`config.mk`:
```
export PLATFORM = sky130hd
export DESIGN_NAME = square_matrix_multiply
export DESIGN_NICKNAME = d
export VERILOG_FILES = /design/src/smm_pkg.sv /design/src/smm_dot.sv /design/src/square_matrix_multiply.sv
export SDC_FILE = /design/constraint.sdc
export NUM_CORES = 2
export LEC_CHECK = 0
export ABC_AREA = 1
export ABC_CLOCK_PERIOD_IN_PS = 13600
export BUFFER_PORTS_ARGS = -buffer_cell sky130_fd_sc_hd__buf_2
export CAP_MARGIN = 30
export CORE_MARGIN = 3
export CORE_UTILIZATION = 65
export CTS_BUF_LIST = sky130_fd_sc_hd__clkbuf_8
export DETAILED_ROUTE_END_ITERATION = 7
export PLACE_DENSITY = 0.84
export SLEW_MARGIN = 20
export SYNTH_ARGS = -nofsm -noshare
export SYNTH_HDL_FRONTEND = slang
export SYNTH_SLANG_ARGS = --single-unit
```
`constraint.sdc`:
```
create_clock -name clk -period 13.6 [get_ports clk]
set_input_delay 0.68 -clock clk [delete_from_list [all_inputs] [get_ports clk]]
set_output_delay 0.68 -clock clk [all_outputs]
set_load 0.005 [all_outputs]
```
`src/smm_pkg.sv`:
```
package smm_pkg;

  localparam int DATA_W     = 32;
  localparam int FRAC_W     = 16;
  localparam int OUT_IDX_W  = 2;
  localparam int SIZE_DEF   = 3;

  typedef enum logic [1:0] {
    S_LOAD,
    S_RUN,
    S_DRAIN
  } seq_state_t;

  typedef struct packed {
    logic                 valid;
    logic                 first;
    logic                 last_k;
    logic                 last_run;
    logic [OUT_IDX_W-1:0] row;
    logic [OUT_IDX_W-1:0] col;
  } mac_tag_t;

endpackage

```
`src/smm_dot.sv`:
```
module smm_dot
  import smm_pkg::*;
#(
  parameter int SIZE = SIZE_DEF
) (
  input  logic                     clk,
  input  logic                     rst,
  input  logic signed [DATA_W-1:0] a_data,
  input  logic signed [DATA_W-1:0] b_data,
  input  mac_tag_t                 tag_in,
  output logic signed [DATA_W-1:0] product_element,
  output logic [OUT_IDX_W-1:0]     row_index,
  output logic [OUT_IDX_W-1:0]     column_index,
  output logic                     last_of_run,
  output logic                     strobe
);

  localparam int ACC_W = 2 * DATA_W + $clog2(SIZE) + 1;
  localparam logic signed [ACC_W-1:0] SAT_HI =
    {{(ACC_W - DATA_W + 1){1'b0}}, {(DATA_W - 1){1'b1}}};
  localparam logic signed [ACC_W-1:0] SAT_LO =
    {{(ACC_W - DATA_W + 1){1'b1}}, {(DATA_W - 1){1'b0}}};
  localparam logic signed [ACC_W-1:0] HALF = ACC_W'(1) << (FRAC_W - 1);

  logic signed [2*DATA_W-1:0] prod;
  mac_tag_t                   tag_p;
  logic signed [ACC_W-1:0]    acc;
  mac_tag_t                   tag_a;
  logic signed [ACC_W-1:0]    rounded;
  logic signed [ACC_W-1:0]    shifted;
  logic signed [DATA_W-1:0]   sat_value;

  // multiply stage
  always_ff @(posedge clk) begin
    if (rst) begin
      tag_p.valid <= 1'b0;
    end else begin
      tag_p <= tag_in;
    end
    prod <= a_data * b_data;
  end

  // accumulate stage
  always_ff @(posedge clk) begin
    if (rst) begin
      tag_a.valid <= 1'b0;
    end else begin
      tag_a <= tag_p;
    end
    if (tag_p.valid) begin
      if (tag_p.first) begin
        acc <= ACC_W'(prod);
      end else begin
        acc <= acc + ACC_W'(prod);
      end
    end
  end

  // round half up, then saturate
  always_comb begin
    rounded = acc + HALF;
    shifted = rounded >>> FRAC_W;
    if (shifted > SAT_HI) begin
      sat_value = SAT_HI[DATA_W-1:0];
    end else if (shifted < SAT_LO) begin
      sat_value = SAT_LO[DATA_W-1:0];
    end else begin
      sat_value = shifted[DATA_W-1:0];
    end
  end

  always_ff @(posedge clk) begin
    if (rst) begin
      strobe <= 1'b0;
    end else begin
      strobe <= tag_a.valid && tag_a.last_k;
    end
    if (tag_a.valid && tag_a.last_k) begin
      product_element <= sat_value;
      row_index       <= tag_a.row;
      column_index    <= tag_a.col;
      last_of_run     <= tag_a.last_run;
    end
  end

endmodule

```
`src/square_matrix_multiply.sv`:
```
// channel  | ports                                                | handshake
// ---------+------------------------------------------------------+---------------------
// in       | a_element, b_element                                 | start && !busy
// out      | product_element, row_index, column_index, last_of_run| strobe, one cycle
//
// one element pair is loaded per cycle while start is high and busy is low.
// the last pair of a matrix raises busy; the product then takes SIZE*SIZE*SIZE
// multiply-accumulates, one per cycle, set by the single read port of each store,
// through the store read, multiply, accumulate and output registers; busy falls
// after the final item. results come out in row-major order; the receiver cannot stall.
// synchronous reset clears the sequencer and the load count, not the stores.
module square_matrix_multiply
  import smm_pkg::*;
#(
  parameter int SIZE = SIZE_DEF
) (
  input  logic                     clk,
  input  logic                     rst,
  input  logic                     start,
  output logic                     busy,
  input  logic signed [DATA_W-1:0] a_element,
  input  logic signed [DATA_W-1:0] b_element,
  output logic                     strobe,
  output logic signed [DATA_W-1:0] product_element,
  output logic [OUT_IDX_W-1:0]     row_index,
  output logic [OUT_IDX_W-1:0]     column_index,
  output logic                     last_of_run
);

  localparam int NELEM  = SIZE * SIZE;
  localparam int ADDR_W = $clog2(NELEM);
  localparam int IDX_W  = $clog2(SIZE);

  logic signed [DATA_W-1:0] left_store  [NELEM];
  logic signed [DATA_W-1:0] right_store [NELEM];

  seq_state_t               state;
  seq_state_t               state_next;
  logic [ADDR_W-1:0]        load_count;
  logic [IDX_W-1:0]         r;
  logic [IDX_W-1:0]         c;
  logic [IDX_W-1:0]         k;
  logic [ADDR_W-1:0]        row_base;
  logic [ADDR_W-1:0]        b_addr;
  logic [ADDR_W-1:0]        a_addr;
  logic                     accept;
  logic                     load_done;
  logic                     issue;
  logic                     k_end;
  logic                     c_end;
  logic                     r_end;
  logic signed [DATA_W-1:0] a_data;
  logic signed [DATA_W-1:0] b_data;
  mac_tag_t                 tag_rd;
  logic                     run_done;

  assign busy      = (state != S_LOAD);
  assign accept    = start && !busy;
  assign load_done = accept && (load_count == ADDR_W'(NELEM - 1));
  assign issue     = (state == S_RUN);
  assign k_end     = (k == IDX_W'(SIZE - 1));
  assign c_end     = (c == IDX_W'(SIZE - 1));
  assign r_end     = (r == IDX_W'(SIZE - 1));
  assign a_addr    = row_base + ADDR_W'(k);
  assign run_done  = strobe && last_of_run;

  always_ff @(posedge clk) begin
    if (accept) begin
      left_store[load_count] <= a_element;
    end
    if (issue) begin
      a_data <= left_store[a_addr];
    end
  end

  always_ff @(posedge clk) begin
    if (accept) begin
      right_store[load_count] <= b_element;
    end
    if (issue) begin
      b_data <= right_store[b_addr];
    end
  end

  always_ff @(posedge clk) begin
    if (rst) begin
      state <= S_LOAD;
    end else begin
      state <= state_next;
    end
  end

  always_comb begin
    state_next = state;
    unique case (state)
      S_LOAD: begin
        if (load_done) begin
          state_next = S_RUN;
        end
      end
      S_RUN: begin
        if (k_end && c_end && r_end) begin
          state_next = S_DRAIN;
        end
      end
      S_DRAIN: begin
        if (run_done) begin
          state_next = S_LOAD;
        end
      end
      default: state_next = S_LOAD;
    endcase
  end

  always_ff @(posedge clk) begin
    if (rst) begin
      load_count <= '0;
      r          <= '0;
      c          <= '0;
      k          <= '0;
      row_base   <= '0;
      b_addr     <= '0;
    end else begin
      if (accept) begin
        load_count <= load_done ? '0 : load_count + ADDR_W'(1);
      end
      if (load_done) begin
        r        <= '0;
        c        <= '0;
        k        <= '0;
        row_base <= '0;
        b_addr   <= '0;
      end else if (issue) begin
        if (k_end) begin
          k <= '0;
          if (c_end) begin
            c        <= '0;
            b_addr   <= '0;
            r        <= r + IDX_W'(1);
            row_base <= row_base + ADDR_W'(SIZE);
          end else begin
            c      <= c + IDX_W'(1);
            b_addr <= ADDR_W'(c) + ADDR_W'(1);
          end
        end else begin
          k      <= k + IDX_W'(1);
          b_addr <= b_addr + ADDR_W'(SIZE);
        end
      end
    end
  end

  // tag travels with the read data
  always_ff @(posedge clk) begin
    if (rst) begin
      tag_rd.valid <= 1'b0;
    end else begin
      tag_rd.valid <= issue;
    end
    tag_rd.first    <= (k == '0);
    tag_rd.last_k   <= k_end;
    tag_rd.last_run <= r_end && c_end;
    tag_rd.row      <= OUT_IDX_W'(r);
    tag_rd.col      <= OUT_IDX_W'(c);
  end

  smm_dot #(
    .SIZE (SIZE)
  ) u_dot (
    .clk             (clk),
    .rst             (rst),
    .a_data          (a_data),
    .b_data          (b_data),
    .tag_in          (tag_rd),
    .product_element (product_element),
    .row_index       (row_index),
    .column_index    (column_index),
    .last_of_run     (last_of_run),
    .strobe          (strobe)
  );

endmodule

```
# After elaboration in Yosys (flattened, before gate mapping)
# Memories as Yosys holds them, arrays and structs flattened. A register that Yosys moved wholly into a read port is not among the register bits.
# Cells that the tools add are included.
# word_totals
rom_bits	0
ramBits	576
memories	2
latchBits	0
register_bits	212
elab_cells	83
input_bits	67
out_inout_bits	39
# memory_table
name	depth	word_bits	rd	rd_clocked_by_memory_dff	write_ports	line_no	source
left_store	9	32	1	1	1	square_matrix_multiply.sv:34	logic signed [DATA_W-1:0] left_store [NELEM];
right_store	9	32	1	1	1	square_matrix_multiply.sv:35	logic signed [DATA_W-1:0] right_store [NELEM];
# classes
n_eq_ne	9
mux	13
magnitude_cmp	2
n_bitwise	0
shift	0
div	0
add_sub_neg	10
reduce_logical	15
multipliers	1
# ops
cell	n
adder 67 x 17 -> 67 bit (second input constant)	1
adder 67 x 64 -> 67 bit	1
two-way mux 67 bit	1
multiplier 32 x 32 -> 64 bit	1
> comparator 51 x 32 -> 1 bit (second input constant)	1
< comparator 51 x 32 -> 1 bit (second input constant)	1
two-way mux 32 bit	1
two-way mux 2 bit	5
adder 4 x 2 -> 4 bit (second input constant)	2
equality test 2 bit (second input constant)	4
two-way mux 4 bit	2
logical AND 1 bit	7
adder 2 x 1 -> 2 bit (second input constant)	3
one-hot mux 2 bit (3 select lines)	1
AND reduction 3 bit	2
adder 4 x 1 -> 4 bit (second input constant)	1
adder 4 x 2 -> 4 bit	1
equality test 4 bit (second input constant)	1
zero test 2 bit	2
inequality test 2 bit (second input constant)	2
adder 2 x 1 -> 3 bit (second input constant)	1
two-way mux 3 bit	1
equality test 2 x 1 -> 1 bit (second input constant)	1
two-way mux 1 bit	2
5 further kinds	5

# Logic depth before layout (Yosys ltp)
# depth
depth_word	6
depth_mapped	32
depth_no_buf	31

# Modules after synthesis
# A second synthesis with hierarchy kept.
# unflattened
cells_unflattened	8877
hier_area_um2	77234.1
# by_module_without_submodules
module	area_each_um2	instances	cells_each	seq_area_each_um2
smm_dot	50649.8	1	6612	4854.7
square_matrix_multiply	26584.2	1	2265	19779.0

# Worst setup path before layout
# No wires, ideal clock.
# synth_path
path_type	input -> register
startpoint	input port start
endpoint	register c[0]
setup_slack_ns	4.945
t_arrival_ns	8.542
setup_ns	0.113
cell_stages	8
path_buffers	1
path_cell_list	nand2_1 nor4_1 nor2_1 inv_1 clkbuf_1 nor2_1 a21oi_1 inv_1
# synth_between
elab_chain_cells	3
# synth_rtl
element	line_no	source
from (decl)	square_matrix_multiply.sv:19	input logic start,
logical AND 1 bit	square_matrix_multiply.sv:58	assign accept = start && !busy;
logical AND 1 bit	square_matrix_multiply.sv:59	assign load_done = accept && (load_count == ADDR_W'(NELEM - 1));
OR reduction 2 bit (no source line)	-	
to (signal assigned)	square_matrix_multiply.sv:142	c <= c + IDX_W'(1);
to (decl)	square_matrix_multiply.sv:41	logic [IDX_W-1:0] c;
# No other way between the ends.
# A chain may end at the register's enable or synchronous reset.

# Worst setup path in the final report
# layout_path
startpoint	register a_data[31], read port of left_store
endpoint	register u_dot.prod[61]
# layout_between
elab_chain_cells	1
# layout_rtl
element	line_no	source
from (decl)	square_matrix_multiply.sv:52	logic signed [DATA_W-1:0] a_data;
multiplier 32 x 32 -> 64 bit	smm_dot.sv:40	prod <= a_data * b_data;
to (signal assigned)	smm_dot.sv:40	
to (decl)	smm_dot.sv:25	logic signed [2*DATA_W-1:0] prod;
# No other way between the ends.

==> results.sh <==
export IMPL_run_status="finished, final reports clean"
export IMPL_ys_top_cells_by_count="nand2_1 (1,914), inv_1 (1,828), fa_1 (1,084)"
export IMPL_dieArea_um2=120000
export IMPL_quantity_of_gates_resized_following_cts=0
export IMPL_via_count=58100
export IMPL_grt_antenna_before_repair=8
export IMPL_worst_path_largest_cell_delay_ns=0.83
export IMPL_synthToLayoutAreaGrowth_pct=6.53
export IMPL_preCtsSetupSlack_ns=4.91
export IMPL_clkSlewWorstSetupHoldPaths_ns=0.06
export IMPL_synth_fp_nets=9766
export IMPL_effective_utilization_at_floorplan_pct=65.9
export IMPL_synth_edf_count=757
export IMPL_finalSetupViolations=0
export IMPL_syn_inst=8355
export IMPL_timing_final_hold_violations=0
export IMPL_vias_per_cell=5.80
export IMPL_crit_path_frequent_cell="inv_1"
export IMPL_overflow=0
export IMPL_numPortBuffers=105
export IMPL_maximum_number_of_pins_on_one_net_before_global_route_repair=107
export IMPL_finalNetCount=9805
export IMPL_die_h_um=347
export IMPL_yosysWarnings=0
export IMPL_post_cts_hold_buffer_count=0
export IMPL_power_static_leakage_nw=38.6
export IMPL_max_cap_violations=0
export IMPL_power_density_nw_per_um2=76.4
export IMPL_synth_area_top_cells="edfxtp_1 (30%), fa_1 (29%), nand2_1 (9.5%)"
export IMPL_clock_skew_final_ns=0.0632
export IMPL_dr_first_iter_drc_count=5996
export IMPL_min_period_ns=8.27
export IMPL_num_rows=124
export IMPL_tritoncts="yes"
export IMPL_final_period_utilization_pct=60.8
export IMPL_synth_async_sr_flop_share_pct=0
export IMPL_worst_endpoint_required_ns=14.26
export IMPL_synthesis_area_um2=75600
export IMPL_vdd_ir_drop_worst_mv=0.139
export IMPL_cts_sinks=852
export IMPL_number_of_global_route_vias_before_repair=61100
export IMPL_drt_pass1_iterations=8
export IMPL_cts_setup_buffers=0
export IMPL_worst_pin_slew_ns=1.02
export IMPL_critical_path_arrival_ns=8.93
export IMPL_count_of_filler_cells_inserted_in_the_layout=8483
export IMPL_synthDominantCellAreaShare_pct=30.1
export IMPL_core_area_um2=115000
export IMPL_drt_antenna_violating_nets=0
export IMPL_timing_hold_worst_class="in -> reg"
export IMPL_post_drt_wl_per_cell_um=21.1
export IMPL_yosys_cell_count_top_type="nand2_1"
export IMPL_timing_setup_critical_path_class="reg -> reg"
export IMPL_cpMaxStageDelayCell="fa_1"
export IMPL_synth_sequential_area_ratio_pct=32.6
export IMPL_kind_of_launch_point_of_the_worst_setup_path="flop"
export IMPL_critPathMaxFanout=32
export IMPL_place_hpwl_um=159000
export IMPL_fin_setup_tns_ns=0
export IMPL_ys_dominant_reg_cell="edfxtp_1"
export IMPL_worst_slack_ns=5.33
export IMPL_worst_slew_margin_rel_pct=32.0
export IMPL_cts_root_buf="clkbuf_8"
export IMPL_boundaryPins=106
export IMPL_cts_buffers=141
export IMPL_depth_of_the_cts_h_tree=4
export IMPL_drt_total_wl_um=211000
export IMPL_final_max_slew_viol_count=0
export IMPL_clk_path_buf_depth=3
export IMPL_synthDominantAreaCellType="edfxtp_1"
export IMPL_die_w_um=347
export IMPL_layout_drive_gt1_share_pct=5.30
export IMPL_postSynthRegisterBits=852
export IMPL_wire_length_of_the_first_global_routing_pass_um=332000
export IMPL_max_clock_freq_mhz=121
export IMPL_skew_pair_late_insertion_delay_ns=0.82
export IMPL_synth_cell_types=44
export IMPL_drt_drc_violations_left=0
export IMPL_routabilityCongestion=1.03
export IMPL_syn_area_cell_um2=9.05
export IMPL_groute_usage_overall_pct=35.5
export IMPL_rsz_0062_raised_after_global_routing="no"
export IMPL_crit_path_capture_type="flop"
[cell type report]
type	count	area, um2	share of cell area (%)
timing repair buffer	216	1480	1.84
multi-input combinational	5351	43000	53.4
clock inverter	109	646	0.802
clock buffer	147	2020	2.51
inverter	1832	6880	8.54
antenna	5	12.5	0.0155
tap	1512	1890	2.35
sequential	852	24600	30.6
[routing by layer]
layer | global-route usage (%) | share of wire [%]
met1 | 46.2 | 38
met2 | 57.6 | 47
met3 | 7.47 | 10
met4 | 17.1 | 5.2
met5 | 0 | 0.024
[path summary, 6_finish.rpt]
check / start / end / slack, ns / cells after the start
max: a_data[31] / u_dot.prod[61] / 5.33 / 28
max reg2reg: a_data[31] / u_dot.prod[61] / 5.33 / 28
min reg2reg: r[0] / tag_rd[2] / 0.37 / 0
min: a_element[7] / left_store[0][7] / 0.13 / 1
[sequential cells by signal (all words and copies together), names as in the netlist, 4 cells and up]
name,flops
tag_rd,8
row_base,4
u_dot.acc,67
u_dot.tag_p,8
a_data,32
b_addr,4
left_store,288
b_data,32
u_dot.tag_a,7
u_dot.prod,64
load_count,4
right_store,288
u_dot.product_element,32
[where the power goes]
part           switching (mW)  total (mW)  internal [mW]  leakage (nW)
clock                    1.08        2.16           1.08          1.53
sequential             0.0759        3.02           2.94          7.65
combinational           0.657       0.972          0.315          29.4
[cells in the final DEF (no fill, tap or decap), types with 25 or more instances in the layout]
cell,instances
nand2_1,1914
inv_1,1876
fa_1,1083
nor2_1,827
edfxtp_1,757
o21ai_0,349
ha_1,259
a21oi_1,193
nand3_1,176
clkbuf_8,147
buf_2,105
buf_4,102
dfxtp_1,93
o32ai_1,70
a31oi_1,60
xor2_1,55
nand4_1,47
o21a_1,42
xnor2_1,36
o22ai_1,33
clkinv_1,32
nor3_1,28
a41oi_1,26
or2_2,25
[logic make-up after synthesis]
| group | share of synthesized area, % |
|---|---|
| buf+inv | 10.7 |
| fa+ha+maj | 33.0 |
| simple gates | 16.1 |
| flops | 32.6 |
| xor+xnor | 1.08 |
| compound gates | 6.55 |
[through the flow]
stage               hold WS (ns)  instances  area (um2)  power [mW]  util [%]
global route               0.113      10000       80500        6.41      70.2
floorplan                  0.350       8355       75600        3.66         -
global placement           0.364       9754       77700        4.01      67.7
detailed placement         0.364       9754       77700        4.02      67.7
CTS                       0.0524      10000       80300        6.16      70.0
finish                     0.130      10000       80500        6.15      70.2
[worst max-delay path, delay by kind of cell, from the launching register on]
family | cells | cell delay [ns]
adder cells (fa/ha/maj) | 9 | 4.63
buffers and inverters | 10 | 1.67
flip-flops | 1 | 0.33
AND/OR/NAND/NOR | 9 | 1.45
(Power assumes the default switching activity.)
